--- src/hw/rtl/clab_pkg.sv ---
package clab_pkg;

   // Grid geometry
   localparam int MAX_GRID     = 16;
   localparam int SIDE         = MAX_GRID + 2;
   localparam int NBINS        = SIDE * SIDE * SIDE;
   localparam int BIN_CAPACITY = 32;

   // Field widths
   localparam int GRID_W     = 5;
   localparam int COORD_W    = 32;
   localparam int BIN_SIZE_W = 31;
   localparam int MASK_W     = 3;
   localparam int BIN_W      = 13;
   localparam int SLOT_IN_W  = 5;
   localparam int ID_W       = 20;
   localparam int CNT_OUT_W  = 6;
   localparam int STATUS_W   = 2;
   localparam int CMD_W      = 2;
   localparam int CSR_IDX_W  = 3;
   localparam int CSR_DATA_W = 31;
   localparam int NXNY_W     = $clog2(SIDE * SIDE + 1);
   localparam int ACC_W      = COORD_W + GRID_W;

   // Commands
   typedef enum logic [CMD_W-1:0] {
      CMD_INSERT = 2'd0,
      CMD_HALO   = 2'd1,
      CMD_READ   = 2'd2,
      CMD_CLEAR  = 2'd3
   } command_type;

   // Result status codes
   localparam logic [STATUS_W-1:0] ST_OK    = 2'd0;
   localparam logic [STATUS_W-1:0] ST_FULL  = 2'd1;
   localparam logic [STATUS_W-1:0] ST_EMPTY = 2'd2;

   // Register indexes
   localparam logic [CSR_IDX_W-1:0] CSR_GRID_X   = 3'd0;
   localparam logic [CSR_IDX_W-1:0] CSR_GRID_Y   = 3'd1;
   localparam logic [CSR_IDX_W-1:0] CSR_GRID_Z   = 3'd2;
   localparam logic [CSR_IDX_W-1:0] CSR_BIN_SIZE = 3'd3;
   localparam logic [CSR_IDX_W-1:0] CSR_PERIODIC = 3'd4;

   // Register reset values
   localparam logic [GRID_W-1:0]     GRID_RESET     = 5'd16;
   localparam logic [BIN_SIZE_W-1:0] BIN_SIZE_RESET = 31'd65536;
   localparam logic [MASK_W-1:0]     MASK_RESET     = 3'd7;

   // Per-axis bin search result
   typedef struct packed {
      logic              done;
      logic [GRID_W-1:0] bin;
   } axis_result_type;

endpackage

--- src/hw/rtl/clab_axis_bin.sv ---
module clab_axis_bin import clab_pkg::*; (
   input  logic                  clock,
   input  logic                  reset,
   input  logic                  start,
   input  logic [COORD_W-1:0]    raw,
   input  logic [BIN_SIZE_W-1:0] bin_size,
   input  logic [GRID_W-1:0]     grid,
   output axis_result_type       result
);

   logic                run_ff, run_in;
   logic                done_ff, done_in;
   logic                nonpos_ff, nonpos_in;
   logic [COORD_W-1:0]  raw_ff, raw_in;
   logic [ACC_W-1:0]    acc_ff, acc_in;
   logic [GRID_W-1:0]   k_ff, k_in;
   logic                hit;

   // Stop at first k with raw <= k * bin_size, raw <= 0 or k >= grid
   assign hit = nonpos_ff || (ACC_W'(raw_ff) <= acc_ff) || (k_ff >= grid);

   always_comb begin
      run_in    = run_ff;
      done_in   = done_ff;
      nonpos_in = nonpos_ff;
      raw_in    = raw_ff;
      acc_in    = acc_ff;
      k_in      = k_ff;
      if (start) begin
         run_in    = 1'b1;
         done_in   = 1'b0;
         nonpos_in = (raw == '0) || raw[COORD_W-1];
         raw_in    = raw;
         acc_in    = ACC_W'(bin_size);
         k_in      = GRID_W'(1);
      end else if (run_ff) begin
         if (hit) begin
            run_in  = 1'b0;
            done_in = 1'b1;
         end else begin
            k_in   = k_ff + GRID_W'(1);
            acc_in = acc_ff + ACC_W'(bin_size);
         end
      end
   end

   always_ff @(posedge clock) begin
      if (reset) begin
         run_ff  <= 1'b0;
         done_ff <= 1'b0;
      end else begin
         run_ff  <= run_in;
         done_ff <= done_in;
      end
      nonpos_ff <= nonpos_in;
      raw_ff    <= raw_in;
      acc_ff    <= acc_in;
      k_ff      <= k_in;
   end

   assign result.done = done_ff;
   assign result.bin  = k_ff;

endmodule

--- config.mk ---
export PLATFORM = sky130hd
export DESIGN_NAME = clab_axis_bin
export DESIGN_NICKNAME = d
export VERILOG_FILES = /design/src/hw/rtl/clab_pkg.sv /design/src/hw/rtl/clab_axis_bin.sv
export SDC_FILE = /design/constraint.sdc
export NUM_CORES = 1
export LEC_CHECK = 0
export BUFFER_PORTS_ARGS = -buffer_cell sky130_fd_sc_hd__buf_2
export CORE_ASPECT_RATIO = 1.25
export CORE_MARGIN = 2
export CORE_UTILIZATION = 45
export CTS_BUF_LIST = sky130_fd_sc_hd__clkbuf_16
export CTS_CLUSTER_DIAMETER = 60
export DETAILED_ROUTE_END_ITERATION = 10
export PLACE_DENSITY = 0.63
export SLEW_MARGIN = 20
export SYNTH_ARGS = -nofsm -noshare
export SYNTH_HDL_FRONTEND = slang
export SYNTH_SLANG_ARGS = --single-unit
export TNS_END_PERCENT = 100
--- constraint.sdc ---
create_clock -name clock -period 7.5 [get_ports clock]
set_clock_uncertainty 0.2 [all_clocks]
set_input_delay 0 -clock clock [delete_from_list [all_inputs] [get_ports clock]]
set_output_delay 0 -clock clock [all_outputs]
set_load 0.05 [all_outputs]
* Yosys cells after proc, flatten, opt, wreduce, memory -nomap -nowiden
Cells that the tools add are included. Widths: inputs -> output; s select.
Word-level totals: register bits 77, input port bits 71, output and inout bits 6, logic and storage cells 28
Cells by class: add/sub/neg operators 2, magnitude comparators 2, equality and inequality tests 1, mux-type cells 6, bitwise gates (word level) 1, reduce and logical (&&, ||, !) cells 9
Operators with widths (number):
- $mux 31 | 3
- $add 37x31->37 | 1
- $le 32x37->1 | 1
- $logic_not 32->1 | 1
- $reduce_and 2->1 | 3
- $add 5x1->5 const B | 1
- $ge 5x5->1 | 1
- $logic_or 1x1->1 | 3
- $mux 1 | 3
- $ne 2x2->1 const B | 1
- $reduce_bool 2->1 | 1
- $reduce_or 2->1 | 1
- $not 1->1 | 1

* Logic depth before layout (Yosys ltp)
Gate-level depths: netlist (run 1).
depth after elaboration 6, depth in mapped cells 12, depth with buffers taken out 12

* Worst setup path before layout (run 1)
OpenSTA, ideal clock, no wires.
path kind reg2reg, start reg k_ff[0], end reg acc_ff[0] (enable), library setup time 0.374 ns, data arrival time 2.550 ns, required time 6.926 ns, setup slack 4.375 ns, cell stages (with the launch flop) 11, path buffers 1, period minus slack after synthesis 3.125 ns, cells stage by stage dfxtp_1 inv_1 ha_1 nand2b_1 a21o_1 a21oi_1 nor2b_1 o21ai_0 o2111a_1 buf_2 or2_2
On the way: longest elaborated chain between the ends 4
RTL lines:
- start, declared | line clab_axis_bin.sv:16 | logic [GRID_W-1:0] k_ff, k_in;
- start signal, assigned | line clab_axis_bin.sv:58 | k_ff <= k_in;
- $ge 5x5->1 | line clab_axis_bin.sv:20 | assign hit = nonpos_ff || (ACC_W'(raw_ff) <= acc_ff) || (k_ff >= grid);
- $logic_or 1x1->1 | line clab_axis_bin.sv:20
- $ne 2x2->1 (no line)
- $reduce_and 2->1 (no line)
- end signal, assigned | line clab_axis_bin.sv:57 | acc_ff <= acc_in;
- end, declared | line clab_axis_bin.sv:15 | logic [ACC_W-1:0] acc_ff, acc_in;
No other way between the ends. A chain may end at the register's enable or synchronous reset.

* Final worst setup path (run 1)
start reg acc_ff[20], end reg acc_ff[9] (enable)
On the way: longest elaborated chain between the ends 5
RTL lines (line):
- $le 32x37->1 | clab_axis_bin.sv:20
- $logic_or 1x1->1 (2 in a row) | clab_axis_bin.sv:20
- $ne 2x2->1 (no line)
- $reduce_and 2->1 (no line)
No other way between the ends.

==> out/qor.yml, run 1 <==
cts_tree: "built"
async_flop_share_pct: 0
drtIter0Drc: 202
syn-cell-area_um2: 5380
fill_cells: 1026
clk_latency_ns: 0.34
io_pins: 77
p_sw_uw: 478
gp_congestion: 0.896
fin_total_pwr_mw: 1.45
setup_tns_ns: 0
cts_buffers: 9
routedWlPerCell_um: 16.1
syn_inst: 535
vias: 4539
crit_type: "flop to flop"
post-cts-setup-buffers: 0
avgSynthCellArea_um2: 10.1
cp.arrival_ns: 3.35
hold_viol: 0
cts_resized: 0
cts_buffer_depth: 2
io_buffer_count: 76
die_area_um2: 12900
crit_fanout: 32
ys.flop_type: "edfxtp_1"
dr.pass1.iters: 4
synth_nets: 676
reg2reg_slack_ns: 3.91
start_kind: "flop"
run_status: "finished, final reports clean"
fmax_mhz: 278
start_util_pct: 46.3
root_buffer: "clkbuf_16"
synth_seq_area_share_pct: 40.6
grt.overflow.total: 0
power_frac_comb_pct: 34.7
dp_worst_setup_slack_ns: 3.89
cts_htree_levels: 3
die_h_um: 126
finalMaxSlewViolations: 0
core_um2: 11600
synthTopCellsByArea: "edfxtp_1 36%, ha_1 16%, dfxtp_1 4.8%"
crit_path_end_kind: "flop"
drive_above_1_share_pct: 15.9
worst_slack_ns: 3.91
synth_area_leader_cell: "edfxtp_1"
finish.instance_area_um2: 6830
synth_edf_count: 64
cp.required_ns: 7.26
grt_pass1_vias: 4698
ff2ff_path_depth: 8
multi_input_area_um2: 2980
final_core_util_pct: 58.8
cts.sink_count: 77
seqPwrFrac_pct: 38.2
grt_pass1_wl_mm: 22.2
p_int_uw: 970
fin_crit_sh_pct: 47.9
hold_path_end: "run_ff"
hold_class: "primary input to flop"
vias_per_cell: 5.40
drcViolationCount: 0
setup_viol: 0
ant_nets: 0
place_area_um2: 5920
nets: 816
synth_top_cell_area_share_pct: 35.7
p_leak_nw: 3.05
die_w_um: 102
reg2reg_to: "acc_ff[9]"
rsz0062_at_grt: "no"
synth_seq_cells: 77
path_clk_slew_ns: 0.06
vdd_drop_max_v: 0.000135
hold_path.startpoint: "reset"
slew_headroom_pct: 38.6
min_period_ns: 3.59
ys_types: 65
switching_share_pct: 33.0
r2r-start: "acc_ff[20]"
rows: 44
antenna_found_initial: 0
grtUsageTotal_pct: 22.1
areaGrowthSynthToFinish_pct: 26.9
hpwl_mm: 9.95
n_antenna_cell: 0
grt_start_max_net_pins: 66
pwr-share-clk_pct: 27.2
min_path_cells: 3
power_density_nw_per_um2: 212
yosys_warnings: 0
worstMarginPinSlew_ns: 0.921
totalWireLength_mm: 13.5
regArea_um2: 2180
max_cap_viol_count: 0
==> worst max-delay path by stage <==
stage,slack (ns),cells past startpoint,from,to
floorplan,4.38,10,k_ff[0],acc_ff[0]
global placement,3.97,8,acc_ff[19],acc_ff[12]
detailed placement,3.89,8,acc_ff[19],acc_ff[22]
CTS,3.82,8,acc_ff[20],acc_ff[27]
global route,3.65,8,acc_ff[20],acc_ff[9]
finish,3.91,8,acc_ff[20],acc_ff[9]
==> sequential cells by signal, indices dropped and copies added (netlist names) <==
signal and cells:
acc_ff 37, done_ff 1, k_ff 5, nonpos_ff 1, raw_ff 32, run_ff 1
==> synthesized netlist by cell type, types with 3 or more instances <==
master,count
a211oi_1,4
a21o_1,27
a21oi_1,33
a311oi_1,3
and3_1,3
and4_1,3
clkbuf_1,9
dfxtp_1,13
edfxtp_1,64
ha_1,69
inv_1,45
nand2_1,43
nand2b_1,6
nand3_1,8
nand4_1,14
nor2_1,25
nor2b_1,15
nor3_1,8
nor4_1,11
o211ai_1,7
o21a_1,8
o21ai_0,35
o21ai_1,3
o31ai_1,6
or2_2,3
or3_1,4
xnor2_1,8
xor2_1,10
==> routing by layer <==
layer | global-route usage (%) | share of wire (%)
met3 | 3.33 | 3.2
met5 | 0 | 0
met2 | 41.0 | 54
met1 | 25.8 | 42
met4 | 5.88 | 1.2
==> timing repair <==
action,CTS,global route
setup endpoints to repair,0,0
hold endpoints to repair,78,0
hold buffers,65,0
==> worst max-delay path: stages (launching register included) <==
cell      delay (ns)
edfxtp_1        0.36
inv_1           0.05
ha_1            0.29
nand4_1         0.15
nor4_1          0.50
o21ai_0         0.18
a21oi_1         0.23
o2111a_1        0.44
or2_2           0.80
==> final cells by class <==
cell class,instances,area share [%]
multi-input cells,400,43.6
flip-flops and latches,77,32.0
repair buffers,142,15.2
clock buffers,9,3.30
well taps,161,2.95
inverters,45,2.47
clock inverters,7,0.495
==> power groups by stage <==
stage	Combinational [mW]	Sequential, mW	Clock [mW]
floorplan	0.350	0.554	0
finish	0.502	0.553	0.394
detailed placement	0.471	0.562	0
global placement	0.459	0.559	0
global route	0.568	0.558	0.415
CTS	0.502	0.553	0.402
==> logic make-up (layout without fill, tap and decap cells) <==
| logic type | after synthesis | count (layout) | synth area share, % |
|---|---|---|---|
| simple gates | 158 | 158 | 15.7 |
| compound gates | 148 | 148 | 19.0 |
| flops | 77 | 77 | 40.6 |
| fa+ha+maj | 70 | 70 | 16.4 |
| buf+inv | 58 | 203 | 4.14 |
| xor+xnor | 18 | 18 | 2.93 |
| mux | 6 | 6 | 1.21 |
==> stage by stage <==
step	hold WS (ns)	cells
5_1_grt	0.195	841
3_3_place_gp	-0.0170	760
3_5_place_dp	-0.0144	760
4_1_cts	0.164	841
6_report	0.166	841
2_1_floorplan	-0.128	535
==> placed cells by master, fill, tap and decap left out, types with 9 or more instances in the layout <==
cell type	instances
a21o_1	27
a21oi_1	33
buf_2	75
clkbuf_16	9
dfxtp_1	13
dlygate4sd3_1	65
edfxtp_1	64
ha_1	69
inv_1	47
nand2_1	43
nand4_1	14
nor2_1	25
nor2b_1	15
nor4_1	11
o21ai_0	35
xor2_1	10
Power figures use the tool's default switching activity.
==> inputs of run 2 (changes only) <==
- clock period: 7.5 -> 3.4 ns (I/O delays scaled with it)
==> out/qor.yml, run 2 (same netlist as run 1, synthesis figures left out) <==
run_status: "finished, final reports clean"
hold_viol: 0  # unchanged
cp.arrival_ns: 3.07  # -0.28 ns
max_cap_viol_count: 0  # unchanged
nets: 820  # +0.49%
p_leak_nw: 3.08  # +1.0%
vdd_drop_max_v: 0.000269  # +100%
reg2reg_slack_ns: 0.20  # -3.71 ns
regArea_um2: 2180  # unchanged
grtUsageTotal_pct: 21.7  # -0.40 points
drcViolationCount: 0  # unchanged
min_path_cells: 3  # unchanged
vias: 4536  # -0.066%
cp.required_ns: 3.27  # -3.99 ns
fin_total_pwr_mw: 3.27  # +130%
grt_pass1_vias: 4528  # -3.6%
io_buffer_count: 76  # unchanged
slew_headroom_pct: 58.5  # +20 points
drive_above_1_share_pct: 17.0  # +1.1 points
cts_buffer_depth: 2  # unchanged
cts_tree: "built"
rows: 44  # unchanged
worst_slack_ns: 0.196  # -3.71 ns
grt_pass1_wl_mm: 21.6  # -2.8%
routedWlPerCell_um: 15.9  # -1.4%
largest_reg_flops: 37  # unchanged
totalWireLength_mm: 13.4  # -0.92%
crit_path_end_kind: "flop"
final_common_cell: "buf_2"
setup_viol: 0  # unchanged
multi_input_area_um2: 3000  # +0.71%
grt_start_max_net_pins: 63  # -4.5%
drtIter0Drc: 197  # -2.5%
dp_worst_setup_slack_ns: 0.139  # -3.75 ns
timing.hold.ws_ns: 0.160  # -0.00583 ns
final_cell_mix: "75 x buf_2, 68 x ha_1, 65 x dlygate4sd3_1"
min_period_ns: 3.20  # -0.387 ns
regMostFlops: "acc_ff"
hold_class: "primary input to flop"
power_density_nw_per_um2: 474  # +120%
final_core_util_pct: 59.4  # +0.67 points
die_w_um: 102  # unchanged
io_pins: 77  # unchanged
die_h_um: 126  # unchanged
cts_buffers: 9  # unchanged
clk_latency_ns: 0.35  # about the same
start_kind: "flop"
setup_tns_ns: 0  # unchanged
fin_crit_sh_pct: 94.2  # +46 points
final_cells: 845  # +0.48%
hpwl_mm: 9.88  # -0.72%
vias_per_cell: 5.37  # -0.54%
ant_nets: 0  # unchanged
fill_cells: 991  # -3.4%
path_clk_slew_ns: 0.07  # about the same
dp_cells: 763  # +0.39%
finish.instance_area_um2: 6910  # +1.1%
core_um2: 11600  # unchanged
start_util_pct: 46.3  # unchanged
dr.pass1.iters: 4  # unchanged
crit_type: "flop to flop"
place_area_um2: 5940  # +0.38%
die_area_um2: 12900  # unchanged
ff2ff_path_depth: 13  # +5
gp_congestion: 0.906  # +1.2%
finalMaxSlewViolations: 0  # unchanged
n_antenna_cell: 0  # unchanged
crit_fanout: 4  # -88%
cts.sink_count: 77  # unchanged
worstMarginPinSlew_ns: 0.622  # -0.299 ns
grt.overflow.total: 0  # unchanged
fmax_mhz: 312  # +12%
areaGrowthSynthToFinish_pct: 28.3
antenna_found_initial: 0  # unchanged
root_buffer: "clkbuf_16"
top_regs: "acc_ff: 37 flops, raw_ff: 32 flops, k_ff: 5 flops"
cts_htree_levels: 3  # unchanged
## run 2: final timing paths
| check | start | end |
|---|---|---|
| max reg2reg | acc_ff[0] | acc_ff[22] |
| min | reset | run_ff |
| max | acc_ff[0] | acc_ff[22] |
| min reg2reg | acc_ff[34] | acc_ff[34] |
## run 2: per-layer routing
metal,vias to the layer above,wire length (um),global-route usage [%]
li1,2292,-,-
met1,2123,5550,25.1
met5,-,0,0
met4,0,276,7.71
met3,22,404,3.39
met2,99,7170,39.5
## run 2: what timing repair did
item / in CTS / in global routing
hold endpoints to repair: 90 / 0
endpoints found under the setup margin: 0 / 7
setup buffers: 0 / 1
hold buffers: 65 / 0
resized for setup: 0 / 4
## run 2: cell type report
class	count	area share [%]
sequential	77	31.6
timing repair buffer	146	15.5
tap	161	2.92
clock inverter	6	0.507
multi-input combinational	400	43.4
clock buffer	10	3.62
inverter	45	2.45
## run 2: critical path, stage by stage, from the launching register on
cell and delay, ns:
edfxtp_1 0.40, ha_1 0.22, inv_1 0.07, fa_1 0.21, nor2b_2 0.06, o31a_1 0.33
o31ai_1 0.29, a21oi_1 0.14, o211ai_1 0.19, buf_4 0.18, a21oi_1 0.08, a32oi_1 0.28
xor2_1 0.19, o21ai_0 0.09
## run 2: report_power, final
group	switching (mW)	internal, mW
sequential	0.0640	1.16
clock	0.400	0.537
combinational	0.611	0.504
total	1.08	2.20
==> inputs of run 3 (changes only) <==
--- a/constraint.sdc
+++ b/constraint.sdc
@@ -4,2 +4,2 @@
 set_output_delay 0 -clock clock [all_outputs]
-set_load 0.05 [all_outputs]
+set_load 0.1 [all_outputs]
==> out/qor.yml, run 3 (same netlist as run 1, synthesis figures left out) <==
run_status: "finished, final reports clean"
n_antenna_cell: 0  # unchanged
grt_start_max_net_pins: 74  # +17%
min_path_cells: 2  # -1
nets: 819  # -0.12%
final_core_util_pct: 59.8  # +0.33 points
dr.pass1.iters: 5  # +1
routedWlPerCell_um: 16.0  # +1.2%
finalMaxSlewViolations: 0  # unchanged
path_clk_slew_ns: 0.06  # about the same
core_um2: 11600  # unchanged
power_density_nw_per_um2: 494  # +4.1%
final_cell_mix: "75 x buf_2, 69 x ha_1, 64 x edfxtp_1, 64 x dlygate4sd3_1, 45 x inv_1"
p_leak_nw: 3.08  # about the same
drive_above_1_share_pct: 17.1  # +0.17 points
drtIter0Drc: 188  # -4.6%
clk_latency_ns: 0.35  # about the same
final_common_cell: "buf_2"
gp_congestion: 0.891  # -1.7%
grtUsageTotal_pct: 21.6  # -0.085 points
setup_viol: 0  # unchanged
largest_reg_flops: 37  # unchanged
fin_crit_sh_pct: 95.1  # +0.82 points
die_h_um: 126  # unchanged
hpwl_mm: 9.96  # +0.84%
cts_htree_levels: 3  # unchanged
ff2ff_path_depth: 10  # -3
vias: 4542  # +0.13%
crit_type: "flop to flop"
drcViolationCount: 0  # unchanged
grt.overflow.total: 0  # unchanged
min_period_ns: 3.23  # +0.0278 ns
io_pins: 77  # unchanged
dp_worst_setup_slack_ns: 0.161  # +0.0229 ns
reg2reg_slack_ns: 0.17  # -0.03 ns
worst_slack_ns: 0.168  # -0.0278 ns
cts_buffers: 9  # unchanged
die_area_um2: 12900  # unchanged
top_regs: "acc_ff: 37 flops, raw_ff: 32 flops, k_ff: 5 flops"
start_util_pct: 46.3  # unchanged
die_w_um: 102  # unchanged
ant_nets: 0  # unchanged
crit_path_end_kind: "flop"
start_kind: "flop"
antenna_found_initial: 0  # unchanged
max_cap_viol_count: 0  # unchanged
root_buffer: "clkbuf_16"
hold_viol: 0  # unchanged
worstMarginPinSlew_ns: 0.800  # +0.178 ns
grt_pass1_wl_mm: 21.6  # +0.35%
rows: 44  # unchanged
cts_tree: "built"
grt_pass1_vias: 4720  # +4.2%
timing.hold.ws_ns: 0.0424  # -0.118 ns
cp.required_ns: 3.29  # +0.02 ns
cp.arrival_ns: 3.12  # +0.05 ns
slew_headroom_pct: 46.6  # -12 points
vias_per_cell: 5.38  # +0.25%
totalWireLength_mm: 13.5  # +1.1%
fin_total_pwr_mw: 3.43  # +4.7%
io_buffer_count: 76  # unchanged
cts.sink_count: 77  # unchanged
hold_class: "primary input to flop"
areaGrowthSynthToFinish_pct: 29.1
crit_fanout: 5  # +1
cts_buffer_depth: 2  # unchanged
fmax_mhz: 309  # -0.86%
vdd_drop_max_v: 0.000312  # +16%
regMostFlops: "acc_ff"
-- run 3: final timing paths --
check,from,endpoint
setup / recovery,acc_ff[3],acc_ff[29]
hold / removal,start,k_ff[1]
setup reg to reg,acc_ff[3],acc_ff[29]
hold reg to reg,acc_ff[35],acc_ff[35]
-- run 3: what timing repair did --
item | in CTS | in global routing
endpoints found under the hold margin | 66 | 0
resized for setup | 0 | 3
setup buffers | 0 | 1
hold buffers | 64 | 0
setup endpoints to repair | 0 | 9
-- run 3: critical path, cell delays in order, from the launching register on --
cell       delay, ns
edfxtp_1        0.39
ha_1            0.37
a21o_1          0.18
a21o_1          0.22
nor4_4          0.34
nor4_2          0.11
or2_4           0.29
a211oi_4        0.27
o31ai_4         0.15
a2111oi_4       0.36
nor3_1          0.09
-- run 3: metal layers --
metal  global-route usage, %  share of wire, %
met5                       0                 0
met4                    8.03               2.5
met3                    3.72               3.4
met2                    40.1                53
met1                    24.0                41
-- run 3: per-stage QoR --
step	instance area (um^2)	setup TNS (ns)	instances
floorplan	5380	0	535
global placement	5940	0	763
detailed placement	5940	0	763
CTS	6920	0	843
global route	6940	-0.0264	844
finish	6940	0	844
-- run 3: final cells by class --
type	instances	area (um^2)
clock buffers	9	225
clock inverters	7	108
fillers	977	4670
inverters	45	169
multi-input cells	400	3000
flip-flops and latches	77	2180
well taps	161	201
repair buffers	145	1060
-- run 3: power breakdown --
group | internal, mW | switching [mW] | total, mW
clock | 0.656 | 0.425 | 1.08
combinational | 0.503 | 0.625 | 1.13
sequential | 1.16 | 0.0621 | 1.22
